$ cat config.mk
export PLATFORM = sky130hd
export DESIGN_NAME = triangle_sdf_pixel
export DESIGN_NICKNAME = d
export VERILOG_FILES = /design/src/sv/tsdf_pkg.sv /design/src/sv/tsdf_fifo.sv /design/src/sv/tsdf_front.sv /design/src/sv/tsdf_back.sv /design/src/sv/triangle_sdf_pixel.sv
export SDC_FILE = /design/constraint.sdc
export NUM_CORES = 2
export LEC_CHECK = 0
export BUFFER_PORTS_ARGS = -buffer_cell sky130_fd_sc_hd__buf_2
export CELL_PAD_IN_SITES_DETAIL_PLACEMENT = 1
export CELL_PAD_IN_SITES_GLOBAL_PLACEMENT = 1
export CORE_MARGIN = 2
export CORE_UTILIZATION = 35
export DETAILED_ROUTE_END_ITERATION = 8
export HOLD_SLACK_MARGIN = 0.1
export PLACE_DENSITY_LB_ADDON = 0.1
export SLEW_MARGIN = 20
export SYNTH_ARGS = -nofsm -noshare
export SYNTH_HDL_FRONTEND = slang
export SYNTH_SLANG_ARGS = --single-unit
$ cat constraint.sdc
create_clock -name clk -period 24.8 [get_ports clk]
set_input_delay 4.96 -clock clk [delete_from_list [all_inputs] [get_ports clk]]
set_output_delay 4.96 -clock clk [all_outputs]
set_load 0.01 [all_outputs]
$ cat src/sv/tsdf_pkg.sv
// Shared constants, codes and helpers for the triangle distance-field pixel block.
// No dependencies; imported by tsdf_front, tsdf_back, the top level and the testbench.
`default_nettype none

package tsdf_pkg;

	// default fraction bits of the fixed-point geometry
	localparam int FRAC_BITS_DEF = 8;

	// geometry constants, 16 fraction bits where marked
	localparam longint SQRT3_Q16        = 113512;
	localparam longint R_OVER_SQRT3_Q16 = 2421583;
	localparam int     TRI_RADIUS       = 64;
	localparam int     GRID_CENTER      = 127;

	// spread register reset value
	localparam logic [7:0] SPREAD_RESET = 8'd16;

	// queue depths (powers of two)
	localparam int MID_DEPTH = 4;
	localparam int OUT_DEPTH = 4;

	// sign of the folded y coordinate
	typedef enum logic [1:0] {
		SGN_ZERO = 2'd0,
		SGN_POS  = 2'd1,
		SGN_NEG  = 2'd2
	} sign_t;

	// round a 16-fraction-bit constant to nearest into f fraction bits
	function automatic longint q16_to_qf(input longint c, input int f);
		return ((c <<< f) + 64'sd32768) >>> 16;
	endfunction

endpackage

`default_nettype wire

$ cat src/sv/tsdf_fifo.sv
// Small register queue, used between the front and back and for results.
// Depends on nothing; DEPTH must be a power of two.
`default_nettype none

module tsdf_fifo #(
	parameter int W     = 8,
	parameter int DEPTH = 4
) (
	input  wire logic         clk,
	input  wire logic         arst_n,
	input  wire logic         wr_en,
	input  wire logic [W-1:0] wr_data,
	input  wire logic         rd_en,
	output logic [W-1:0]      rd_data,
	output logic              full,
	output logic              empty
);
	localparam int AW = $clog2(DEPTH);

	logic [W-1:0]  mem_q [DEPTH];
	logic [AW-1:0] wr_ptr_q;
	logic [AW-1:0] rd_ptr_q;
	logic [AW:0]   count_q;
	logic          do_wr;
	logic          do_rd;

	assign full    = (count_q == (AW+1)'(DEPTH));
	assign empty   = (count_q == '0);
	assign do_wr   = wr_en && !full;
	assign do_rd   = rd_en && !empty;
	assign rd_data = mem_q[rd_ptr_q];

	// store entries
	always_ff @(posedge clk) begin
		if (do_wr) begin
			mem_q[wr_ptr_q] <= wr_data;
		end
	end

	// advance pointers and count
	always_ff @(posedge clk or negedge arst_n) begin
		if (!arst_n) begin
			wr_ptr_q <= '0;
			rd_ptr_q <= '0;
			count_q  <= '0;
		end else begin
			if (do_wr) begin
				wr_ptr_q <= wr_ptr_q + 1'b1;
			end
			if (do_rd) begin
				rd_ptr_q <= rd_ptr_q + 1'b1;
			end
			if (do_wr && !do_rd) begin
				count_q <= count_q + 1'b1;
			end else if (do_rd && !do_wr) begin
				count_q <= count_q - 1'b1;
			end
		end
	end

endmodule

`default_nettype wire

$ cat src/sv/tsdf_front.sv
// Front part: takes pixel items, folds and reflects them into the triangle frame,
// clamps x and forms the squared length. Uses tsdf_pkg.
`default_nettype none

module tsdf_front #(
	parameter int F = tsdf_pkg::FRAC_BITS_DEF
) (
	input  wire logic                clk,
	input  wire logic                arst_n,
	input  wire logic                en,
	input  wire logic                in_valid,
	input  wire logic [7:0]          pixel_x,
	input  wire logic [7:0]          pixel_y,
	output logic                     out_valid,
	output logic [2*F+17:0]          out_sq,
	output tsdf_pkg::sign_t          out_sgn
);
	import tsdf_pkg::*;

	localparam int PW  = F + 10;
	localparam int KW  = F + 2;
	localparam int MW  = KW + PW;
	localparam int SW  = 2*F + 13;
	localparam int SQW = 2*F + 18;

	localparam logic signed [KW-1:0] K_C    = KW'(q16_to_qf(SQRT3_Q16, F));
	localparam logic signed [PW-1:0] RK_C   = PW'(q16_to_qf(R_OVER_SQRT3_Q16, F));
	localparam logic signed [PW-1:0] RAD_C  = PW'(TRI_RADIUS);
	localparam logic signed [PW-1:0] LO_C   = PW'(-(longint'(2*TRI_RADIUS) <<< F));
	localparam logic signed [9:0]    CTR_C  = 10'(GRID_CENTER);
	localparam logic [SW-1:0]        HALF_C = SW'(1) << F;

	logic [5:0] vld_q;

	logic signed [9:0]    xf, yf, ax;
	logic signed [PW-1:0] px_c, py_c;
	logic signed [PW-1:0] px_s1, py_s1;

	logic signed [MW-1:0] kpx_s2, kpy_s2;
	logic signed [PW-1:0] px_s2, py_s2;

	logic signed [SW-1:0] pxs, pys, tst;
	logic signed [SW-1:0] a_s3, b_s3;
	logic signed [PW-1:0] px_s3, py_s3;
	logic                 refl_s3;

	logic signed [PW-1:0] nx, ny, pxc;
	logic signed [PW-1:0] pxc_s4, py_s4;
	sign_t                sgn_c, sgn_s4, sgn_s5, sgn_s6;

	logic signed [2*PW-1:0] pxx, pyy;
	logic [SQW-1:0]         pxx_s5, pyy_s5, sq_s6;

	// round to nearest, ties away from zero, dropping F+1 bits
	function automatic logic signed [PW-1:0] rnd(input logic signed [SW-1:0] v);
		logic [SW-1:0]        mag;
		logic [SW-1:0]        sh;
		logic signed [PW-1:0] r;
		mag = v[SW-1] ? SW'(-v) : SW'(v);
		sh  = (mag + HALF_C) >> (F + 1);
		r   = signed'(PW'(sh));
		return v[SW-1] ? -r : r;
	endfunction

	// fold x and move to the triangle frame
	always_comb begin
		xf   = signed'({2'b00, pixel_x}) - CTR_C;
		yf   = signed'({2'b00, pixel_y}) - CTR_C;
		ax   = xf[9] ? -xf : xf;
		px_c = (PW'(ax) - RAD_C) <<< F;
		py_c = (PW'(yf) <<< F) + RK_C;
	end

	// edge test terms and reflected candidates
	always_comb begin
		pxs = SW'(px_s2) <<< F;
		pys = SW'(py_s2) <<< F;
		tst = pxs + SW'(kpy_s2);
	end

	// reflect, clamp x, and classify y
	always_comb begin
		nx = refl_s3 ? rnd(a_s3) : px_s3;
		ny = refl_s3 ? rnd(b_s3) : py_s3;
		if (nx > 0) begin
			pxc = nx;
		end else if (nx < LO_C) begin
			pxc = nx - LO_C;
		end else begin
			pxc = '0;
		end
		if (ny > 0) begin
			sgn_c = SGN_POS;
		end else if (ny < 0) begin
			sgn_c = SGN_NEG;
		end else begin
			sgn_c = SGN_ZERO;
		end
	end

	assign pxx = pxc_s4 * pxc_s4;
	assign pyy = py_s4 * py_s4;

	// stage valids
	always_ff @(posedge clk or negedge arst_n) begin
		if (!arst_n) begin
			vld_q <= '0;
		end else if (en) begin
			vld_q <= {vld_q[4:0], in_valid};
		end
	end

	// payload stages
	always_ff @(posedge clk) begin
		if (en) begin
			px_s1   <= px_c;
			py_s1   <= py_c;
			kpx_s2  <= K_C * px_s1;
			kpy_s2  <= K_C * py_s1;
			px_s2   <= px_s1;
			py_s2   <= py_s1;
			refl_s3 <= (tst > 0);
			a_s3    <= pxs - SW'(kpy_s2);
			b_s3    <= -SW'(kpx_s2) - pys;
			px_s3   <= px_s2;
			py_s3   <= py_s2;
			pxc_s4  <= pxc;
			py_s4   <= ny;
			sgn_s4  <= sgn_c;
			pxx_s5  <= pxx[SQW-1:0];
			pyy_s5  <= pyy[SQW-1:0];
			sgn_s5  <= sgn_s4;
			sq_s6   <= pxx_s5 + pyy_s5;
			sgn_s6  <= sgn_s5;
		end
	end

	assign out_valid = vld_q[5];
	assign out_sq    = sq_s6;
	assign out_sgn   = sgn_s6;

endmodule

`default_nettype wire

$ cat src/sv/tsdf_back.sv
// Back part: pipelined square root, distance offset, band test and divide by spread.
// Uses tsdf_pkg.
`default_nettype none

module tsdf_back #(
	parameter int F = tsdf_pkg::FRAC_BITS_DEF
) (
	input  wire logic                clk,
	input  wire logic                arst_n,
	input  wire logic [7:0]          edge_spread,
	input  wire logic                in_valid,
	input  wire logic [2*F+17:0]     in_sq,
	input  wire tsdf_pkg::sign_t     in_sgn,
	output logic                     in_take,
	input  wire logic                out_full,
	output logic                     out_valid,
	output logic [7:0]               out_byte
);
	import tsdf_pkg::*;

	localparam int SQW = 2*F + 18;
	localparam int RW  = SQW / 2;
	localparam int RMW = RW + 3;
	localparam int DW  = F + 12;
	localparam int NW  = F + 16;

	logic en;

	logic [RW-1:0]  sr_vld_s;
	logic [RMW-1:0] sr_rem_s  [RW];
	logic [RW-1:0]  sr_root_s [RW];
	logic [SQW-1:0] sr_rad_s  [RW];
	sign_t          sr_sgn_s  [RW];

	logic signed [DW-1:0] half_c, dist_c, sq_c;
	logic signed [DW-1:0] dist_s1;
	logic                 vld_s1;

	logic          vld_s2, fix_s2;
	logic [7:0]    fixv_s2;
	logic [NW-1:0] num_s2;

	logic [7:0]    dv_vld_s;
	logic [7:0]    dv_fix_s  [8];
	logic [7:0]    dv_fixv_s [8];
	logic [NW-1:0] dv_rem_s  [8];
	logic [7:0]    dv_q_s    [8];

	assign en      = !out_full;
	assign in_take = en && in_valid;

	// square root, one result bit per stage
	for (genvar g = 0; g < RW; g++) begin : g_sqrt
		logic           v_in;
		logic [RMW-1:0] rem_in, cur, trial;
		logic [RW-1:0]  root_in;
		logic [SQW-1:0] rad_in;
		sign_t          sgn_in;

		if (g == 0) begin : g_first
			assign v_in    = in_valid;
			assign rem_in  = '0;
			assign root_in = '0;
			assign rad_in  = in_sq;
			assign sgn_in  = in_sgn;
		end else begin : g_next
			assign v_in    = sr_vld_s[g-1];
			assign rem_in  = sr_rem_s[g-1];
			assign root_in = sr_root_s[g-1];
			assign rad_in  = sr_rad_s[g-1];
			assign sgn_in  = sr_sgn_s[g-1];
		end

		assign cur   = {rem_in[RMW-3:0], rad_in[SQW-1:SQW-2]};
		assign trial = RMW'({root_in, 2'b01});

		always_ff @(posedge clk or negedge arst_n) begin
			if (!arst_n) begin
				sr_vld_s[g] <= 1'b0;
			end else if (en) begin
				sr_vld_s[g] <= v_in;
			end
		end

		always_ff @(posedge clk) begin
			if (en) begin
				if (cur >= trial) begin
					sr_rem_s[g]  <= cur - trial;
					sr_root_s[g] <= {root_in[RW-2:0], 1'b1};
				end else begin
					sr_rem_s[g]  <= cur;
					sr_root_s[g] <= {root_in[RW-2:0], 1'b0};
				end
				sr_rad_s[g] <= rad_in << 2;
				sr_sgn_s[g] <= sgn_in;
			end
		end
	end

	// offset the length by half the spread
	always_comb begin
		half_c = signed'(DW'(edge_spread) << (F - 1));
		sq_c   = signed'(DW'(sr_root_s[RW-1]));
		case (sr_sgn_s[RW-1])
			SGN_POS: dist_c = half_c - sq_c;
			SGN_NEG: dist_c = half_c + sq_c;
			default: dist_c = half_c;
		endcase
	end

	always_ff @(posedge clk or negedge arst_n) begin
		if (!arst_n) begin
			vld_s1 <= 1'b0;
			vld_s2 <= 1'b0;
		end else if (en) begin
			vld_s1 <= sr_vld_s[RW-1];
			vld_s2 <= vld_s1;
		end
	end

	// band test and scaled numerator
	always_ff @(posedge clk) begin
		if (en) begin
			dist_s1 <= dist_c;
			num_s2  <= NW'((dist_s1 <<< 8) - dist_s1);
			if (dist_s1 >= signed'(DW'(edge_spread) << F)) begin
				fix_s2  <= 1'b1;
				fixv_s2 <= 8'd255;
			end else if (dist_s1 <= 0) begin
				fix_s2  <= 1'b1;
				fixv_s2 <= 8'd0;
			end else begin
				fix_s2  <= 1'b0;
				fixv_s2 <= 8'd0;
			end
		end
	end

	// restoring divide by the spread, one quotient bit per stage
	for (genvar j = 0; j < 8; j++) begin : g_div
		logic          v_in, f_in;
		logic [7:0]    fv_in, q_in;
		logic [NW-1:0] r_in, dsh;

		if (j == 0) begin : g_first
			assign v_in  = vld_s2;
			assign f_in  = fix_s2;
			assign fv_in = fixv_s2;
			assign r_in  = num_s2;
			assign q_in  = '0;
		end else begin : g_next
			assign v_in  = dv_vld_s[j-1];
			assign f_in  = dv_fix_s[j-1][0];
			assign fv_in = dv_fixv_s[j-1];
			assign r_in  = dv_rem_s[j-1];
			assign q_in  = dv_q_s[j-1];
		end

		assign dsh = NW'(edge_spread) << (F + 7 - j);

		always_ff @(posedge clk or negedge arst_n) begin
			if (!arst_n) begin
				dv_vld_s[j] <= 1'b0;
			end else if (en) begin
				dv_vld_s[j] <= v_in;
			end
		end

		always_ff @(posedge clk) begin
			if (en) begin
				dv_fix_s[j]  <= {7'd0, f_in};
				dv_fixv_s[j] <= fv_in;
				if (r_in >= dsh) begin
					dv_rem_s[j] <= r_in - dsh;
					dv_q_s[j]   <= q_in | (8'd1 << (7 - j));
				end else begin
					dv_rem_s[j] <= r_in;
					dv_q_s[j]   <= q_in;
				end
			end
		end
	end

	assign out_valid = en && dv_vld_s[7];
	assign out_byte  = dv_fix_s[7][0] ? dv_fixv_s[7] : dv_q_s[7];

endmodule

`default_nettype wire

$ cat src/sv/triangle_sdf_pixel.sv
// Top level of the triangle distance-field pixel block: front, queues, back.
// Uses tsdf_pkg, tsdf_front, tsdf_fifo and tsdf_back.
//
//  channel   ports                      handshake
//  input     pixel_x, pixel_y           push / full
//  result    field_byte                 empty / pop
//  config    cfg_data                   cfg_we (no wait)
//
// One pixel per clock is sustained while neither queue is full; an item passes
// through six geometry stages, the middle queue, FRAC_BITS+9 square-root stages
// (one root bit each), two offset stages, eight divide stages and the result
// queue before empty goes low.
// Reset clears all valids and queues; the spread register returns to 16.
// A full result queue stalls the back; a full middle queue stalls the front.
`default_nettype none

module triangle_sdf_pixel #(
	parameter int FRAC_BITS = tsdf_pkg::FRAC_BITS_DEF
) (
	input  wire logic       clk,
	input  wire logic       arst_n,
	input  wire logic       push,
	output logic            full,
	input  wire logic [7:0] pixel_x,
	input  wire logic [7:0] pixel_y,
	output logic            empty,
	input  wire logic       pop,
	output logic [7:0]      field_byte,
	input  wire logic       cfg_we,
	input  wire logic [7:0] cfg_data
);
	import tsdf_pkg::*;

	localparam int SQW = 2*FRAC_BITS + 18;
	localparam int MW  = SQW + 2;

	logic [7:0]     edge_spread_q;
	logic           en_f;
	logic           f_valid;
	logic [SQW-1:0] f_sq;
	sign_t          f_sgn;
	logic           mid_full, mid_empty, mid_take;
	logic [MW-1:0]  mid_data;
	logic           out_full, b_valid;
	logic [7:0]     b_byte;

	// spread register
	always_ff @(posedge clk or negedge arst_n) begin
		if (!arst_n) begin
			edge_spread_q <= SPREAD_RESET;
		end else if (cfg_we) begin
			edge_spread_q <= cfg_data;
		end
	end

	// hold the front while the middle queue is full
	assign en_f = !mid_full;
	assign full = mid_full;

	tsdf_front #(.F(FRAC_BITS)) u_front (
		.clk       (clk),
		.arst_n    (arst_n),
		.en        (en_f),
		.in_valid  (push && !mid_full),
		.pixel_x   (pixel_x),
		.pixel_y   (pixel_y),
		.out_valid (f_valid),
		.out_sq    (f_sq),
		.out_sgn   (f_sgn)
	);

	tsdf_fifo #(.W(MW), .DEPTH(MID_DEPTH)) u_mid (
		.clk     (clk),
		.arst_n  (arst_n),
		.wr_en   (f_valid && en_f),
		.wr_data ({f_sgn, f_sq}),
		.rd_en   (mid_take),
		.rd_data (mid_data),
		.full    (mid_full),
		.empty   (mid_empty)
	);

	tsdf_back #(.F(FRAC_BITS)) u_back (
		.clk         (clk),
		.arst_n      (arst_n),
		.edge_spread (edge_spread_q),
		.in_valid    (!mid_empty),
		.in_sq       (mid_data[SQW-1:0]),
		.in_sgn      (sign_t'(mid_data[MW-1:SQW])),
		.in_take     (mid_take),
		.out_full    (out_full),
		.out_valid   (b_valid),
		.out_byte    (b_byte)
	);

	tsdf_fifo #(.W(8), .DEPTH(OUT_DEPTH)) u_out (
		.clk     (clk),
		.arst_n  (arst_n),
		.wr_en   (b_valid),
		.wr_data (b_byte),
		.rd_en   (pop),
		.rd_data (field_byte),
		.full    (out_full),
		.empty   (empty)
	);

endmodule

`default_nettype wire

**Word level (Yosys, flattened, before mapping)**

Memories as Yosys holds them, arrays and structs flattened.
Cells that the tools add are included.

- Register bits after elaboration: 443
- RAM bits: 1711
- Input port bits: 29
- Output and inout port bits: 10
- Logic and storage cells: 458
- Memories: 10

Memory list:

| memory | words | width | rd ports | clocked after memory_dff | wr ports | line | RTL |
|---|---|---|---|---|---|---|---|
| u_back.sr_rad_s | 17 | 32 | 16 | 0 | 17 | tsdf_back.sv:32 | `logic [SQW-1:0] sr_rad_s [RW];` |
| u_back.sr_rem_s | 17 | 20 | 16 | 0 | 17 | tsdf_back.sv:30 | `logic [RMW-1:0] sr_rem_s [RW];` |
| u_back.sr_root_s | 17 | 17 | 17 | 0 | 17 | tsdf_back.sv:31 | `logic [RW-1:0] sr_root_s [RW];` |
| u_back.dv_rem_s | 8 | 24 | 7 | 0 | 8 | tsdf_back.sv:46 | `logic [NW-1:0] dv_rem_s [8];` |
| u_mid.mem_q | 4 | 36 | 1 | 0 | 1 | tsdf_fifo.sv:20 | `logic [W-1:0] mem_q [DEPTH];` |
| u_back.dv_fixv_s | 8 | 8 | 8 | 0 | 8 | tsdf_back.sv:45 | `logic [7:0] dv_fixv_s [8];` |
| 4 more memories | -- | -- | -- | -- | -- | -- |  |

- $add $sub $neg: 53
- Multiply operators: 4
- Order comparisons: 32
- Eq/ne operators: 4
- Muxes and demuxes: 223
- Bitwise operators: 50
- Reduce and logical (&&, ||, !) cells: 24

Operators by type and width:

| operator | count |
|---|---|
| 20-bit two-way mux | 17 |
| 20-bit by 19-bit >= comparator with 1-bit output | 16 |
| 20-bit by 19-bit subtractor with 20-bit output | 16 |
| 17-bit two-way mux | 17 |
| 24-bit two-way mux | 8 |
| 1-bit two-way mux | 156 |
| 18-bit two-way mux | 6 |
| 8-bit two-way mux | 10 |
| 18-bit by 18-bit multiplier with 34-bit output | 2 |
| 27-bit by 9-bit adder with 27-bit output, second input constant | 2 |
| 27-bit two-way mux | 2 |
| 27-bit negation | 2 |
| 1-bit bitwise OR | 50 |
| 24-bit by 20-bit subtractor with 24-bit output | 2 |
| 20-bit one-hot mux with 2 select lines | 1 |
| 18-bit by 1-bit greater-than comparator with 1-bit output, second input constant | 2 |
| 18-bit negation | 2 |
| 34-bit adder | 1 |
| 26-bit by 28-bit adder with 29-bit output | 1 |
| 29-bit by 1-bit greater-than comparator with 1-bit output, second input constant | 1 |
| 28-bit negation with 29-bit output | 1 |
| 26-bit by 28-bit subtractor with 29-bit output | 1 |
| 29-bit by 26-bit subtractor with 29-bit output | 1 |
| 10-bit by 18-bit multiplier with 28-bit output, first input constant | 1 |
| 42 further kinds | 72 |

**Longest topological paths before layout**

- Depth in word-level cells: 9
- Gate-level depth with buffers: 28

**Cells and area by module**

From an unflattened synthesis, not the netlist that was laid out.

- Cells, all modules: 8138
- Area, all modules: 96832.9 um^2

Modules (own cells, without submodules):

| module | times used | cells an instance | area each (um^2) | sequential area each (um^2) |
|---|---|---|---|---|
| tsdf_back | 1 | 3659 | 48068.6 | 30454.2 |
| tsdf_front | 1 | 4157 | 41187.0 | 8588.2 |
| tsdf_fifo (u_mid) | 1 | 224 | 5635.4 | 4499.3 |
| tsdf_fifo (u_out) | 1 | 77 | 1589.0 | 1136.1 |
| triangle_sdf_pixel | 1 | 21 | 352.8 | 201.4 |

**Least setup slack after synthesis**

No wires, ideal clock.

- Path type: reg2reg
- Start: reg u_out.count_q[0]
- End: mem u_back.dv_q_s[1][6] (netlist: u_back.dv_q_s[0][14]) (enable)
- Library setup time: 1232 ps
- Arrival time: 18201 ps
- Path slack: 5367 ps
- Cell stages (with the launch flop): 7
- Path buffers: 3
- Period minus slack after synthesis: 19433 ps
- Path through: dfrtp_1 > nor2_1 > and2_1 > inv_1 > clkbuf_1 > clkbuf_1 > clkbuf_1

RTL lines:

| what | line | RTL |
|---|---|---|
| start: declaration | tsdf_fifo.sv:23 | `logic [AW:0] count_q;` |
| start signal: assignment | tsdf_fifo.sv:54 | `count_q <= count_q + 1'b1;` |
| start signal: assignment | tsdf_fifo.sv:56 | `count_q <= count_q - 1'b1;` |
| end: declaration | tsdf_back.sv:47 | `logic [7:0] dv_q_s [8];` |

**Worst setup path after layout**

- Start: reg u_front.pxc_s4[17]
- End: reg u_front.pxx_s5[33], data pin

- Cells in the longest elaborated chain, start to end: 1

RTL lines:

| what | line | RTL |
|---|---|---|
| start: declaration | tsdf_front.sv:48 | `logic signed [PW-1:0] pxc_s4, py_s4;` |
| start signal: assignment | tsdf_front.sv:127 | `pxc_s4 <= pxc;` |
| 18-bit by 18-bit multiplier with 34-bit output | tsdf_front.sv:101 | `assign pxx = pxc_s4 * pxc_s4;` |
| via u_front.pxx[33] | tsdf_front.sv:51 | `logic signed [2*PW-1:0] pxx, pyy;` |
| end signal: assignment | tsdf_front.sv:130 | `pxx_s5 <= pxx[SQW-1:0];` |
| end: declaration | tsdf_front.sv:52 | `logic [SQW-1:0] pxx_s5, pyy_s5, sq_s6;` |

The timed path passes the listed nets, and every way through them passes these cells.
A chain may end at the register's enable or synchronous reset.

==> qor.yml <==
worst_setup_path:
  critPathLaunchType: "register"
  worst_ep_required_time_ns: 25.35
  worst-path-max-fanout: 17
  critPathCaptureType: "register"
  cp.arrival_ns: 8.37
  critPathMaxStageDelay_ns: 0.75
  crit_top_cell: "fa_1"
  cpMaxStageDelayCell: "edfxtp_1"
  path_delay_family: "adder cells"
  worst-path-buf-inv: 6
  crit_chain: "clkinv_1 -> nor2_1 -> fa_1 -> inv_1 -> fa_1 -> fa_1 -> inv_1 -> fa_1 -> fa_1 -> inv_1 -> fa_1 -> inv_1 -> ha_1 -> nand2_1 -> nor2_1 -> inv_1 -> o22ai_1 -> a31o_2 -> o31ai_1 -> o2111a_1 -> o21ai_0 -> a21oi_1 -> o21ai_0 -> xnor2_1"
  path_class: "reg2reg"
outcome:
  status: "completed"
hold_path:
  hold_path_class: "reg2reg"
drt:
  dr.pass1.iters: 5
  wirelength_um: 219000
  via_per_inst: 4.84
  drt_iter0_markers: 2381
  dr_total_vias: 57600
  drc_errors: 0
  avgRoutedWirePerCell_um: 18.4
  postRouteAntennaNets: 0
global_routing:
  grt_max_degree: 187
  grt_pass1_vias: 63600
  grt-ovfl-total: 0
  antenna_found_initial: 20
  grt_use_total: 0.159
  grt_pass1_wl_um: 353000
timing:
  fmax_mhz: 128
  final-hold-violation-count: 0
  finalClockSkew_ns: 0.0546
  slew_violations: 0
  finalSetupTns_ns: 0
  tightest_slew_ns: 1.12
  rsz0062_at_grt: "no"
  period_share: 0.316
  finalCriticalPeriod_ns: 7.82
  finalSetupViolCount: 0
  relSlewSlack: 0.254
yosys:
  synth.distinct_cells: 111
  synth_warnings: 0
  ys_seq_area_frac: 0.469
  synth_top_cell_by_area: "edfxtp_1"
  synth.avg_cell_area_um2: 11.9
  async_reset_ff_frac: 0.0366
  ys.flop_type: "edfxtp_1"
  syn_area_mm2: 0.0957
  synth_edf_count: 1448
  syn_inst: 8069
  ys_ff_latch: 1504
  synthesis.nets: 9455
  synthTopCellsByArea: "edfxtp_1 45%, fa_1 14%, ha_1 9.1%"
  synth_top_area_share: 0.454
cts:
  cts_tree: "done"
  cts_setup_buffers: 0
  numCtsBuffers: 186
  clkTransAtPathRegs_ns: 0.06
  cts_htree_levels: 4
  clock_latency_ns: 0.84
  clock_path_buffers: 4
  cts_num_sinks: 1504
  ctsRootBufferMaster: "clkbuf_16"
  ctsResizeCount: 0
  postCtsHoldBufs: 0
placement:
  portBuffers: 38
  gp_congestion: 0.809
  dp_hpwl_um: 167000
cells_and_area:
  finalNetCount: 9565
  syn_to_final_growth_pct: 11.0
  seqCellArea_mm2: 0.0449
  drive_above_1_share: 0.0668
  multi_input_area_mm2: 0.0450
  fill_cells: 28900
flow_run:
  maxCapViolations: 0
floorplanning:
  initial_core_util: 0.353
  die_h_um: 527
  die-area_mm2: 0.278
  coreArea_mm2: 0.271
  die_w_um: 527
  io_pins: 39
  num_rows: 191
## routing by layer
layer  GRT usage  part of all wire  wire length [um]
met5           0           0.00018                39
met4      0.0466             0.029              6400
met3      0.0216             0.028              6140
met2       0.286              0.51            111000
met1       0.198              0.43             95200
## placed cells by master, fill, tap and decap left out, types with 47 or more instances in the layout
cell type  Yosys  layout
o21ai_0      278     277
and2_1       116     115
clkbuf_16      0     189
a21o_1       119     119
nand3_1       88      88
xnor2_1      365     365
or3_1         54      54
o21a_1        68      68
buf_4          0      49
nand2_1      582     581
nor2b_1       72      72
nor2_1       426     426
a21oi_1      323     322
ha_1         695     695
dfrtp_1       54      53
nor4_1        64      63
nor3_1       146     145
nand4_1       54      54
edfxtp_1    1448    1448
o31ai_1       48      47
xor2_1       183     183
fa_1         662     662
inv_1       1366    1364
nand2b_1      82      82
## sequential cells by signal, indices dropped and copies added (netlist names), 32 cells and up
name,count
u_back.dv_q_s,36
u_back.dv_rem_s,168
u_back.sr_rad_s,272
u_back.sr_rem_s,268
u_back.sr_root_s,153
u_back.sr_sgn_s,34
u_front.out_sq,34
u_front.pxx_s5,33
u_front.pyy_s5,33
u_mid.mem_q,144
u_out.mem_q,32
## synth_stat cells, drive strengths merged, types with 72 or more instances
cell	number
nand2b	82
edfxtp	1448
xnor2	365
nor3	146
nand3	88
o21ai	280
fa	662
a21oi	323
and2	119
nor2b	72
inv	1368
nand2	582
nor2	427
xor2	184
ha	695
clkbuf	144
a21o	121
## worst register-to-register path, cell delays in order (launching register included)
cell and delay [ns]:
edfxtp_1 0.75, clkinv_1 0.74, nor2_1 0.35, fa_1 0.52
inv_1 0.20, fa_1 0.44, fa_1 0.51, inv_1 0.05
fa_1 0.47, fa_1 0.58, inv_1 0.07, fa_1 0.54
inv_1 0.05, ha_1 0.34, nand2_1 0.12, nor2_1 0.06
inv_1 0.06, o22ai_1 0.05, a31o_2 0.25, o31ai_1 0.45
o2111a_1 0.32, o21ai_0 0.11, a21oi_1 0.25, o21ai_0 0.15
xnor2_1 0.14
## worst paths after layout
check                                        start                 endpoint  slack [ns]  cells after the start
setup / recovery                u_front.pxc_s4[17]       u_front.pxx_s5[33]       16.98                     24
hold / removal             u_back.sr_rad_s[0][210]  u_back.sr_rad_s[0][244]        0.37                      0
setup reg to reg                u_front.pxc_s4[17]       u_front.pxx_s5[33]       16.98                     24
hold reg to reg            u_back.sr_rad_s[0][210]  u_back.sr_rad_s[0][244]        0.37                      0
max in group asynchronous                   arst_n        u_mid.rd_ptr_q[0]       19.92                      1
min in group asynchronous                   arst_n         u_out.count_q[1]        4.24                      1
## cells by family after synthesis
group           count (synthesis)  share of synthesized area
simple gates                 1862                     0.0949
buf+inv                      1536                     0.0615
flops                        1504                      0.469
fa+ha+maj                    1357                      0.229
compound gates               1142                     0.0763
xor+xnor                      550                     0.0506
mux                           118                     0.0187
## cell type report
cell class              instances  area share
multi-input cells            5029       0.424
flip-flops and latches       1504       0.423
inverters                    1369      0.0485
clock buffers                 232      0.0470
well taps                    3570      0.0421
clock inverters                98      0.0101
repair buffers                 89     0.00577
diodes                          4   0.0000942
## metrics by stage
stage          instance area (um2)  hold slack, ns   util  cells  worst slack [ns]
3_3_place_gp                100000           0.402  0.369  11600             17.10
5_1_grt                     106000           0.369  0.391  11900             16.46
4_1_cts                     106000           0.366  0.391  11900             16.89
6_report                    106000           0.365  0.391  11900             16.98
2_1_floorplan                95700           0.400      -   8069              5.37
3_5_place_dp                100000           0.405  0.369  11600             16.93
Power is not shown: default switching activity piles up to over one toggle a cycle in this logic, so the estimate is an artifact.
